$ cat src/rtl/pmd_pkg.sv
`default_nettype none
package pmd_pkg;

   localparam int unsigned BYTE_W   = 8;
   localparam int unsigned BTN_W    = 3;
   localparam int unsigned EVENT_W  = 4;
   localparam int unsigned WHEEL_W  = 4;
   localparam int unsigned POS_W    = 2;

   // position of each byte in a four-byte packet
   localparam logic [POS_W-1:0] POS_FIRST = 2'd0;
   localparam logic [POS_W-1:0] POS_X     = 2'd1;
   localparam logic [POS_W-1:0] POS_Y     = 2'd2;
   localparam logic [POS_W-1:0] POS_LAST  = 2'd3;

   // one complete packet as captured by the collector
   typedef struct packed {
      logic [BYTE_W-1:0] status_byte;
      logic [BYTE_W-1:0] x_byte;
      logic [BYTE_W-1:0] y_byte;
      logic [BYTE_W-1:0] z_byte;
   } packet_type;

endpackage
`default_nettype wire

$ cat src/rtl/pmd_collect.sv
`default_nettype none
module pmd_collect
   import pmd_pkg::*;
(
   input  wire logic              clock,
   input  wire logic              reset,
   input  wire logic              req_valid,
   input  wire logic [BYTE_W-1:0] req_rx_byte,
   input  wire logic              pkt_take,
   output logic                   req_ready,
   output logic                   pkt_valid,
   output packet_type             pkt,
   output logic [POS_W-1:0]       byte_pos
);

   logic [POS_W-1:0]  pos_ff;
   logic [POS_W-1:0]  pos_in;
   logic              pkt_valid_ff;
   logic              pkt_valid_in;
   packet_type        pkt_ff;
   logic [BYTE_W-1:0] status_ff;
   logic [BYTE_W-1:0] x_ff;
   logic [BYTE_W-1:0] y_ff;
   logic              accept;
   logic              closing;

   // take a beat whenever the packet stage is empty or draining
   assign req_ready = !pkt_valid_ff || pkt_take;
   assign accept    = req_valid && req_ready;
   assign closing   = accept && (pos_ff == POS_LAST);

   assign pos_in       = accept ? pos_ff + 1'b1 : pos_ff;
   assign pkt_valid_in = closing ? 1'b1 : (pkt_take ? 1'b0 : pkt_valid_ff);

   // control: byte position wraps with no resync
   always_ff @(posedge clock) begin
      if (reset) begin
         pos_ff       <= POS_FIRST;
         pkt_valid_ff <= 1'b0;
      end else begin
         pos_ff       <= pos_in;
         pkt_valid_ff <= pkt_valid_in;
      end
   end

   // hold the first three bytes, capture the packet on the fourth
   always_ff @(posedge clock) begin
      if (accept) begin
         case (pos_ff)
            POS_FIRST: status_ff <= req_rx_byte;
            POS_X:     x_ff      <= req_rx_byte;
            POS_Y:     y_ff      <= req_rx_byte;
            default:   pkt_ff    <= '{status_byte: status_ff, x_byte: x_ff,
                                      y_byte: y_ff, z_byte: req_rx_byte};
         endcase
      end
   end

   assign pkt_valid = pkt_valid_ff;
   assign pkt       = pkt_ff;
   assign byte_pos  = pos_ff;

endmodule
`default_nettype wire

$ cat src/rtl/pmd_decode.sv
`default_nettype none
module pmd_decode
   import pmd_pkg::*;
(
   input  wire logic                      clock,
   input  wire logic                      reset,
   input  wire logic                      pkt_valid,
   input  wire packet_type                pkt,
   input  wire logic                      rsp_ready,
   output logic                           pkt_take,
   output logic                           rsp_valid,
   output logic        [EVENT_W-1:0]      rsp_button_events,
   output logic signed [BYTE_W-1:0]       rsp_move_x,
   output logic signed [BYTE_W-1:0]       rsp_move_y,
   output logic signed [WHEEL_W-1:0]      rsp_wheel_z
);

   logic [BTN_W-1:0]   prev_ff;
   logic [BTN_W-1:0]   btn;
   logic [BTN_W-1:0]   changed;
   logic [BTN_W-1:0]   pressed;
   logic [BTN_W-1:0]   released;
   logic               rsp_valid_ff;
   logic               rsp_valid_in;
   logic [EVENT_W-1:0] events_ff;
   logic [EVENT_W-1:0] events_in;
   logic [BYTE_W-1:0]  x_ff;
   logic [BYTE_W-1:0]  y_ff;
   logic [BYTE_W-1:0]  y_in;
   logic [WHEEL_W-1:0] z_ff;

   // load the result register when it is empty or being taken
   assign pkt_take = pkt_valid && (!rsp_valid_ff || rsp_ready);

   // button edges against the previous packet; the two masks never overlap
   assign btn       = pkt.status_byte[BTN_W-1:0];
   assign changed   = btn ^ prev_ff;
   assign pressed   = changed & btn;
   assign released  = changed & prev_ff;
   assign events_in = {pressed, 1'b0} | {1'b0, released};

   // negate Y, wrapping so that -128 stays -128
   assign y_in = ~pkt.y_byte + 1'b1;

   assign rsp_valid_in = pkt_take ? 1'b1 : (rsp_ready ? 1'b0 : rsp_valid_ff);

   always_ff @(posedge clock) begin
      if (reset) begin
         rsp_valid_ff <= 1'b0;
         prev_ff      <= '0;
      end else begin
         rsp_valid_ff <= rsp_valid_in;
         if (pkt_take) begin
            prev_ff <= btn;
         end
      end
   end

   always_ff @(posedge clock) begin
      if (pkt_take) begin
         events_ff <= events_in;
         x_ff      <= pkt.x_byte;
         y_ff      <= y_in;
         z_ff      <= pkt.z_byte[WHEEL_W-1:0];
      end
   end

   assign rsp_valid         = rsp_valid_ff;
   assign rsp_button_events = events_ff;
   assign rsp_move_x        = x_ff;
   assign rsp_move_y        = y_ff;
   assign rsp_wheel_z       = z_ff;

endmodule
`default_nettype wire

$ cat src/rtl/ps2_mouse_packet_decoder.sv
// Wheel-mouse packet decoder. Received bytes come in on req_rx_byte, one per
// beat, and every fourth byte closes a four-byte packet with no check for
// synchronization. Each packet yields one result: button press/release edge
// bits against the previous packet, X motion, negated Y motion and the wheel
// nibble as a signed 4-bit value. The block takes one byte per cycle while
// req_ready is high; a result passes through the packet capture register
// and then the result register after its fourth byte is accepted. Backpressure
// on rsp_ready stalls req_ready only once both of those registers are full.
`default_nettype none
module ps2_mouse_packet_decoder
   import pmd_pkg::*;
(
   input  wire logic                  clock,
   input  wire logic                  reset,
   input  wire logic                  req_valid,
   output logic                       req_ready,
   input  wire logic [BYTE_W-1:0]     req_rx_byte,
   output logic                       rsp_valid,
   input  wire logic                  rsp_ready,
   output logic        [EVENT_W-1:0]  rsp_button_events,
   output logic signed [BYTE_W-1:0]   rsp_move_x,
   output logic signed [BYTE_W-1:0]   rsp_move_y,
   output logic signed [WHEEL_W-1:0]  rsp_wheel_z
);

   logic             pkt_valid;
   logic             pkt_take;
   packet_type       pkt;
   logic [POS_W-1:0] byte_pos;

   pmd_collect u_collect (
      .clock       (clock),
      .reset       (reset),
      .req_valid   (req_valid),
      .req_rx_byte (req_rx_byte),
      .pkt_take    (pkt_take),
      .req_ready   (req_ready),
      .pkt_valid   (pkt_valid),
      .pkt         (pkt),
      .byte_pos    (byte_pos)
   );

   pmd_decode u_decode (
      .clock             (clock),
      .reset             (reset),
      .pkt_valid         (pkt_valid),
      .pkt               (pkt),
      .rsp_ready         (rsp_ready),
      .pkt_take          (pkt_take),
      .rsp_valid         (rsp_valid),
      .rsp_button_events (rsp_button_events),
      .rsp_move_x        (rsp_move_x),
      .rsp_move_y        (rsp_move_y),
      .rsp_wheel_z       (rsp_wheel_z)
   );

   // a fourth byte always lands in the packet stage
   a_close_fills: assert property (@(posedge clock) disable iff (reset)
      req_valid && req_ready && byte_pos == POS_LAST |=> pkt_valid)
      else $error("closing byte did not fill packet stage");

   // position advances by exactly one per accepted beat
   a_pos_step: assert property (@(posedge clock) disable iff (reset)
      req_valid && req_ready |=> byte_pos == $past(byte_pos) + 2'd1)
      else $error("byte position did not advance");

   // a new result only comes from a packet in the capture stage
   a_rsp_source: assert property (@(posedge clock) disable iff (reset)
      $rose(rsp_valid) |-> $past(pkt_valid))
      else $error("result without captured packet");

   // a packet is never dropped while the result side is stalled
   a_pkt_hold: assert property (@(posedge clock) disable iff (reset)
      pkt_valid && !pkt_take |=> pkt_valid && $stable(pkt))
      else $error("stalled packet lost");

endmodule
`default_nettype wire
$ cat config.mk
export PLATFORM = sky130hd
export DESIGN_NAME = ps2_mouse_packet_decoder
export DESIGN_NICKNAME = d
export VERILOG_FILES = /design/src/rtl/pmd_pkg.sv /design/src/rtl/pmd_collect.sv /design/src/rtl/pmd_decode.sv /design/src/rtl/ps2_mouse_packet_decoder.sv
export SDC_FILE = /design/constraint.sdc
export NUM_CORES = 1
export LEC_CHECK = 0
export BUFFER_PORTS_ARGS = -buffer_cell sky130_fd_sc_hd__clkbuf_2
export CORE_ASPECT_RATIO = 1.25
export CORE_MARGIN = 4
export CORE_UTILIZATION = 59
export DETAILED_ROUTE_END_ITERATION = 10
export GPL_TIMING_DRIVEN = 0
export PLACE_DENSITY = 0.93
export SYNTH_ARGS = -nofsm -noshare
export SYNTH_HDL_FRONTEND = slang
export SYNTH_SLANG_ARGS = --single-unit
$ cat constraint.sdc
create_clock -name clock -period 4.46 [get_ports clock]
set_input_delay 0.223 -clock clock [delete_from_list [all_inputs] [get_ports clock]]
set_output_delay 0.223 -clock clock [all_outputs]
set_load 0.01 [all_outputs]
-- Yosys cells after proc, flatten, opt, wreduce, memory -nomap -nowiden
Cells that the tools add are included.
- register bits: 73
- memories kept: 0
- RAM bits: 0
- bits in latches: 0
- bits in read-only memories: 0
- multipliers: 0
- reductions and logical operators: 15
- eq/ne operators: 3
- divide/modulo/power cells: 0
- muxes and demuxes: 4
- bitwise gates (word level): 6
- add/subtract/negate cells: 2
- shift operators: 0
- magnitude comparators: 0
- operators with widths (cell ; number):
    adder 8 x 1 -> 8 bit, second input constant ; 1
    inverter 8 bit ; 1
    AND reduction 2 bit ; 4
    bitwise AND 3 bit ; 2
    == test 2 bit, second input constant ; 2
    two-way mux 1 bit ; 4
    OR 4 x 3 -> 4 bit ; 1
    nonzero test 2 bit ; 2
    logical AND 1 bit ; 3
    OR reduction 3 bit ; 1
    bitwise XOR 3 bit ; 1
    adder 2 x 1 -> 2 bit, second input constant ; 1
    == test 2 x 1 -> 1 bit, second input constant ; 1
    logical NOT 1 bit ; 2
    logical NOT 2 bit ; 1
    logical OR 1 bit ; 2
    inverter 1 bit ; 1

-- Longest topological paths before layout
- depth in word-level cells: 7
- mapped depth: 5
- mapped depth without buffers: 5

-- Cells and area by module
From an unflattened synthesis, not the netlist that was laid out.
- cells, all modules: 145
- area, all modules: 2947.8 sq um
- modules (own cells, without submodules) (module ; sequential area each (sq um) ; cells an instance ; instances ; area each (sq um)):
    pmd_collect ; 1741.7 ; 80 ; 1 ; 1908.1
    pmd_decode ; 800.8 ; 65 ; 1 ; 1039.7

-- Worst setup path after synthesis
Ideal clock, no wire load.
- kind: reg2reg
- start: register u_decode.rsp_valid_ff (netlist: u_decode.rsp_valid)
- end: register u_decode.events_ff[0] (netlist: u_decode.rsp_button_events[0]), enable pin
- data required time: 4055 ps
- period minus slack after synthesis: 1935 ps
- data arrival time: 1530 ps
- path slack: 2525 ps
- library setup time: 405 ps
- stages on the path, launching flop included: 3
- cells stage by stage: dfxtp_1 > nor2b_1 > nor2_1
- word-level cells in the longest chain between the ends: 3
- RTL lines (item ; line ; RTL):
    from (decl) ; pmd_decode.sv:23 ; logic rsp_valid_ff;
    from (signal assigned) ; pmd_decode.sv:52 ; rsp_valid_ff <= rsp_valid_in;
    logical NOT 1 bit ; pmd_decode.sv:33 ; assign pkt_take = pkt_valid && (!rsp_valid_ff || rsp_ready);
    logical OR 1 bit ; pmd_decode.sv:33 ;
    logical AND 1 bit ; pmd_decode.sv:33 ;
    net pkt_take ; ps2_mouse_packet_decoder.sv:27 ; logic pkt_take;
    to (signal assigned) ; pmd_decode.sv:61 ; events_ff <= events_in;
    to (decl) ; pmd_decode.sv:25 ; logic [EVENT_W-1:0] events_ff;
The timed path passes the listed nets, and every way through them passes these cells.
A chain may end at the register's enable or synchronous reset.

-- Final worst setup path
- start: register u_collect.pkt_valid_ff (netlist: u_collect.pkt_valid)
- end: register u_collect.pkt_ff (netlist bit u_collect.pkt[15]), enable pin
- word-level cells in the longest chain between the ends: 4
- elaborated cells on any way between the ends: 5
- those cells by class: reduce/logical: 5
- RTL lines (item ; line ; RTL):
    from (decl) ; pmd_collect.sv:18 ; logic pkt_valid_ff;
    from (signal assigned) ; pmd_collect.sv:42 ; pkt_valid_ff <= pkt_valid_in;
    logical NOT 1 bit or logical AND 1 bit (tied branches) ; pmd_collect.sv:28, pmd_decode.sv:33 ;
    logical OR 1 bit (*) ; pmd_collect.sv:28 ; assign req_ready = !pkt_valid_ff || pkt_take;
    logical AND 1 bit (*) ; pmd_collect.sv:29 ; assign accept = req_valid && req_ready;
    AND reduction 2 bit (no source line) (*) ; n/a ;
    to (signal assigned) ; pmd_collect.sv:53 ; default: pkt_ff <= '{status_byte: status_ff, x_byte: x_ff,
    to (decl) ; pmd_collect.sv:20 ; packet_type pkt_ff;
Mark *: on every way between the ends. The rest lies on a longest branch, timed or not.

==> results.md <==
* Outcome: complete, no violations
* Sw power at ~0.22 mW
* Peak VDD IR at 253 uV
* Synthesized Nets at 148
* Via density at 5.10
* Via count at 1224
* RSZ-0062 raised after global routing: no
* Net Sw Frac at 19.0%
* Mapped Area at 0.00251 mm^2
* Largest cells by area after synthesis: edfxtp_1 79%, dfxtp_1 5.6%, ha_1 2.5%
* Syn Area/Cell at 19.2 um^2
* HPWL after detailed placement at around 2600 um
* Final setup viols at 0
* Antenna diodes at 0
* Ports at 38
* Cts repair resizes at 0
* Overall power at 1.19 mW
* Chip width at 66.4 um
* Worst Setup End Kind: flop
* Worst slew pin tran at 1.01 ns
* GRT overflow at 0
* Critical Path RT at 4.41 ns
* CTS tree: done
* Max-Cap Viols at 0
* Final Cycle Share at around two fifths
* Longest Clk Path Bufs at 2
* Area growth syn-to-layout at 16.8%
* Cts hold-fix bufs at 0
* CP delay by family, top: simple AND/OR/NAND/NOR gates
* Postcts setup bufs at 0
* Vias in the first global route at 1237
* PD cells at 404 mW/mm^2
* Initial antenna violation count at 0
* Register Area at approximately 0.0021 mm^2
* Gate count of the mapped netlist at 131
* Reg-to-reg endpoint: u_collect.pkt[15]
* Worst EP arrival at between 1.5 and 2 ns
* Worst path max stage delay at 0.88 ns
* CP Capture Point: u_collect.pkt[15]
* CP bufs+invs at 0
* Peak Freq at 0.540 GHz
* Crit path depth at 2
* Initial DRC count at 36
* Reg2reg start: u_collect.pkt_valid
* Setup slack, reg-to-reg at approximately 2.6 ns
* Total Routing Usage GR at 15.2%
* Drt drc at 0
* Setup Crit Path Kind: flop to flop
* CP max FO at 23
* H-tree depth at 3
* Comb pwr share at 2.2%
* CP Cell Sequence: nand3b_1 > and3_1
* Worst setup path start: u_collect.pkt_valid
* Slowest cell on the critical path: and3_1
* Part of the Yosys area used for sequential elements at 84.5%
* Initial Utilization at 61.3%
* Area of the multi-input gates at 354 um^2
* CTS Buf Count at 9
* Worst Reg2Reg Path Length in Cells at 2
* Clock skew at around 0.0060 ns
* Synth area leader: edfxtp_1
* Slew Viols, Final at 0
* Clk sinks at between 70 and 80
* Gpl congestion at between 0.7 and 0.8
* Post-route setup TNS at 0 ns
* Pre-Repair DR Iteration Count at 4
* Wirelength per Cell at 14.9 um
* Hold Crit Class: primary input to flop
* Leakage at 1.05 nW
* Final wirelength at 3570 um
* Largest net degree at the start of global routing at 24
* Yosys warnings at 0
* Port bufs at 36
* Die H at 80.9 um
* Tmin final at around 1.9 ns
* FP Rows at 26
* Final Hold Vio Count at 0
* Global-route wire length before repair at about 5700 um
* #FFs+latches synth at 73
* Share of layout cells above drive strength 1 at between 20% and 30%
* P_int at ~0.96 mW
* Worst-Skew Late Latency at 0.33 ns
* Worst-path clk slew at 0.06 ns
* Post-route ant nets at 0
* # fillers at 260
* Yosys top cell area share at approximately four fifths
* Clk pwr share at 33.6%
* Max_slew headroom at about 33%
* Root Buffer: clkbuf_8
* Library cells used by synthesis at 26
* Worst Setup Start Kind: flop
* Core area at 0.00410 mm^2
* Die area at ~0.0054 mm^2
* Reg power frac at roughly 64%
* NumNets Final at 196
==> cells in the final DEF, fill, tap and decap left out, types with 3 or more instances in the layout <==
cell	n
o21ai_0	3
and3_1	4
ha_1	5
clkbuf_2	36
dfxtp_1	7
nand2b_1	3
nand3_1	3
clkbuf_1	3
a21oi_1	5
inv_1	9
edfxtp_1	66
xnor2_1	5
clkbuf_8	9
clkinv_2	3
nor2_1	4
==> area by class of cell <==
class	count	share of cell area, %
Buffer	1	0.128
Clock buffer	11	4.48
Clock inverter	5	0.768
Inverter	9	1.15
Multi-Input combinational cell	48	12.1
Sequential cell	73	72.4
Tap cell	56	2.39
Timing Repair Buffer	37	6.66
==> synthesized netlist by cell type <==
library cell,number
a21oi_1,5
a22o_1,1
and2_1,1
and3_1,4
clkbuf_1,1
dfxtp_1,7
edfxtp_1,66
ha_1,5
inv_1,9
mux2_2,1
mux2i_1,1
nand2_1,1
nand2b_1,3
nand3_1,3
nand3b_1,1
nor2_1,5
nor2b_1,2
nor3_1,1
nor3b_1,1
nor4_4,1
o21ai_0,3
o22ai_1,1
or3_2,1
or4_4,1
xnor2_1,5
xor2_1,1
==> layer usage <==
layer / GRT usage (%) / part of all wire, %
met1: 15.9 / 38
met2: 25.2 / 54
met3: 4.29 / 5.0
met4: 12.4 / 3.2
met5: 0 / 0
==> worst register-to-register path: cells and delay by family (launching register included) <==
family / cells / cell delay, ns
simple gates: 2 / 1.12
flops: 1 / 0.35
==> power by group through the flow <==
| stage | Sequential [mW] | Combinational [mW] | Clock, mW |
|---|---|---|---|
| 3_5_place_dp | 0.776 | 0.0271 | 0 |
| 6_report | 0.761 | 0.0266 | 0.398 |
| 3_3_place_gp | 0.775 | 0.0240 | 0 |
| 5_1_grt | 0.762 | 0.0307 | 0.438 |
| 4_1_cts | 0.761 | 0.0271 | 0.409 |
| 2_1_floorplan | 0.775 | 0.0141 | 0 |
==> flip-flops by register name, indices dropped and copies added (netlist names), 4 cells and up <==
register                    flops
u_decode.rsp_move_x             8
u_collect.y_ff                  8
u_decode.rsp_move_y             8
u_decode.rsp_button_events      4
u_decode.rsp_wheel_z            4
u_collect.x_ff                  8
u_collect.pkt                  23
==> kinds of logic after synthesis <==
family	after synthesis	share of synthesized area [%]
flops	73	84.5
buf+inv	10	1.49
simple gates	25	6.38
fa+ha+maj	5	2.49
xor+xnor	6	2.09
mux	2	0.847
compound gates	10	2.19
==> metrics by stage <==
step                hold WS (ns)  cell area [um^2]  instances  worst slack [ns]  utilization, %
finish                    0.0769              2930        240              2.61            71.6
global route              0.0640              2930        240              2.48            71.6
CTS                       0.0633              2930        240              2.60            71.6
detailed placement         0.405              2780        224              2.61            67.8
global placement           0.403              2760        223              2.33            67.4
floorplan                  0.322              2510        131              2.52               -
==> worst min-delay path by stage <==
stage	startpoint	to	slack, ns	cells past startpoint
floorplan	req_rx_byte[0]	u_collect.pkt[0]	0.32	0
global placement	u_collect.status_ff[0]	u_collect.pkt[24]	0.40	0
detailed placement	u_collect.y_ff[1]	u_collect.pkt[9]	0.40	0
CTS	req_rx_byte[5]	u_collect.x_ff[5]	0.06	1
global route	req_rx_byte[4]	u_collect.x_ff[4]	0.06	1
finish	req_rx_byte[5]	u_collect.x_ff[5]	0.08	1
Note: power is estimated with default switching activity, not from simulation.
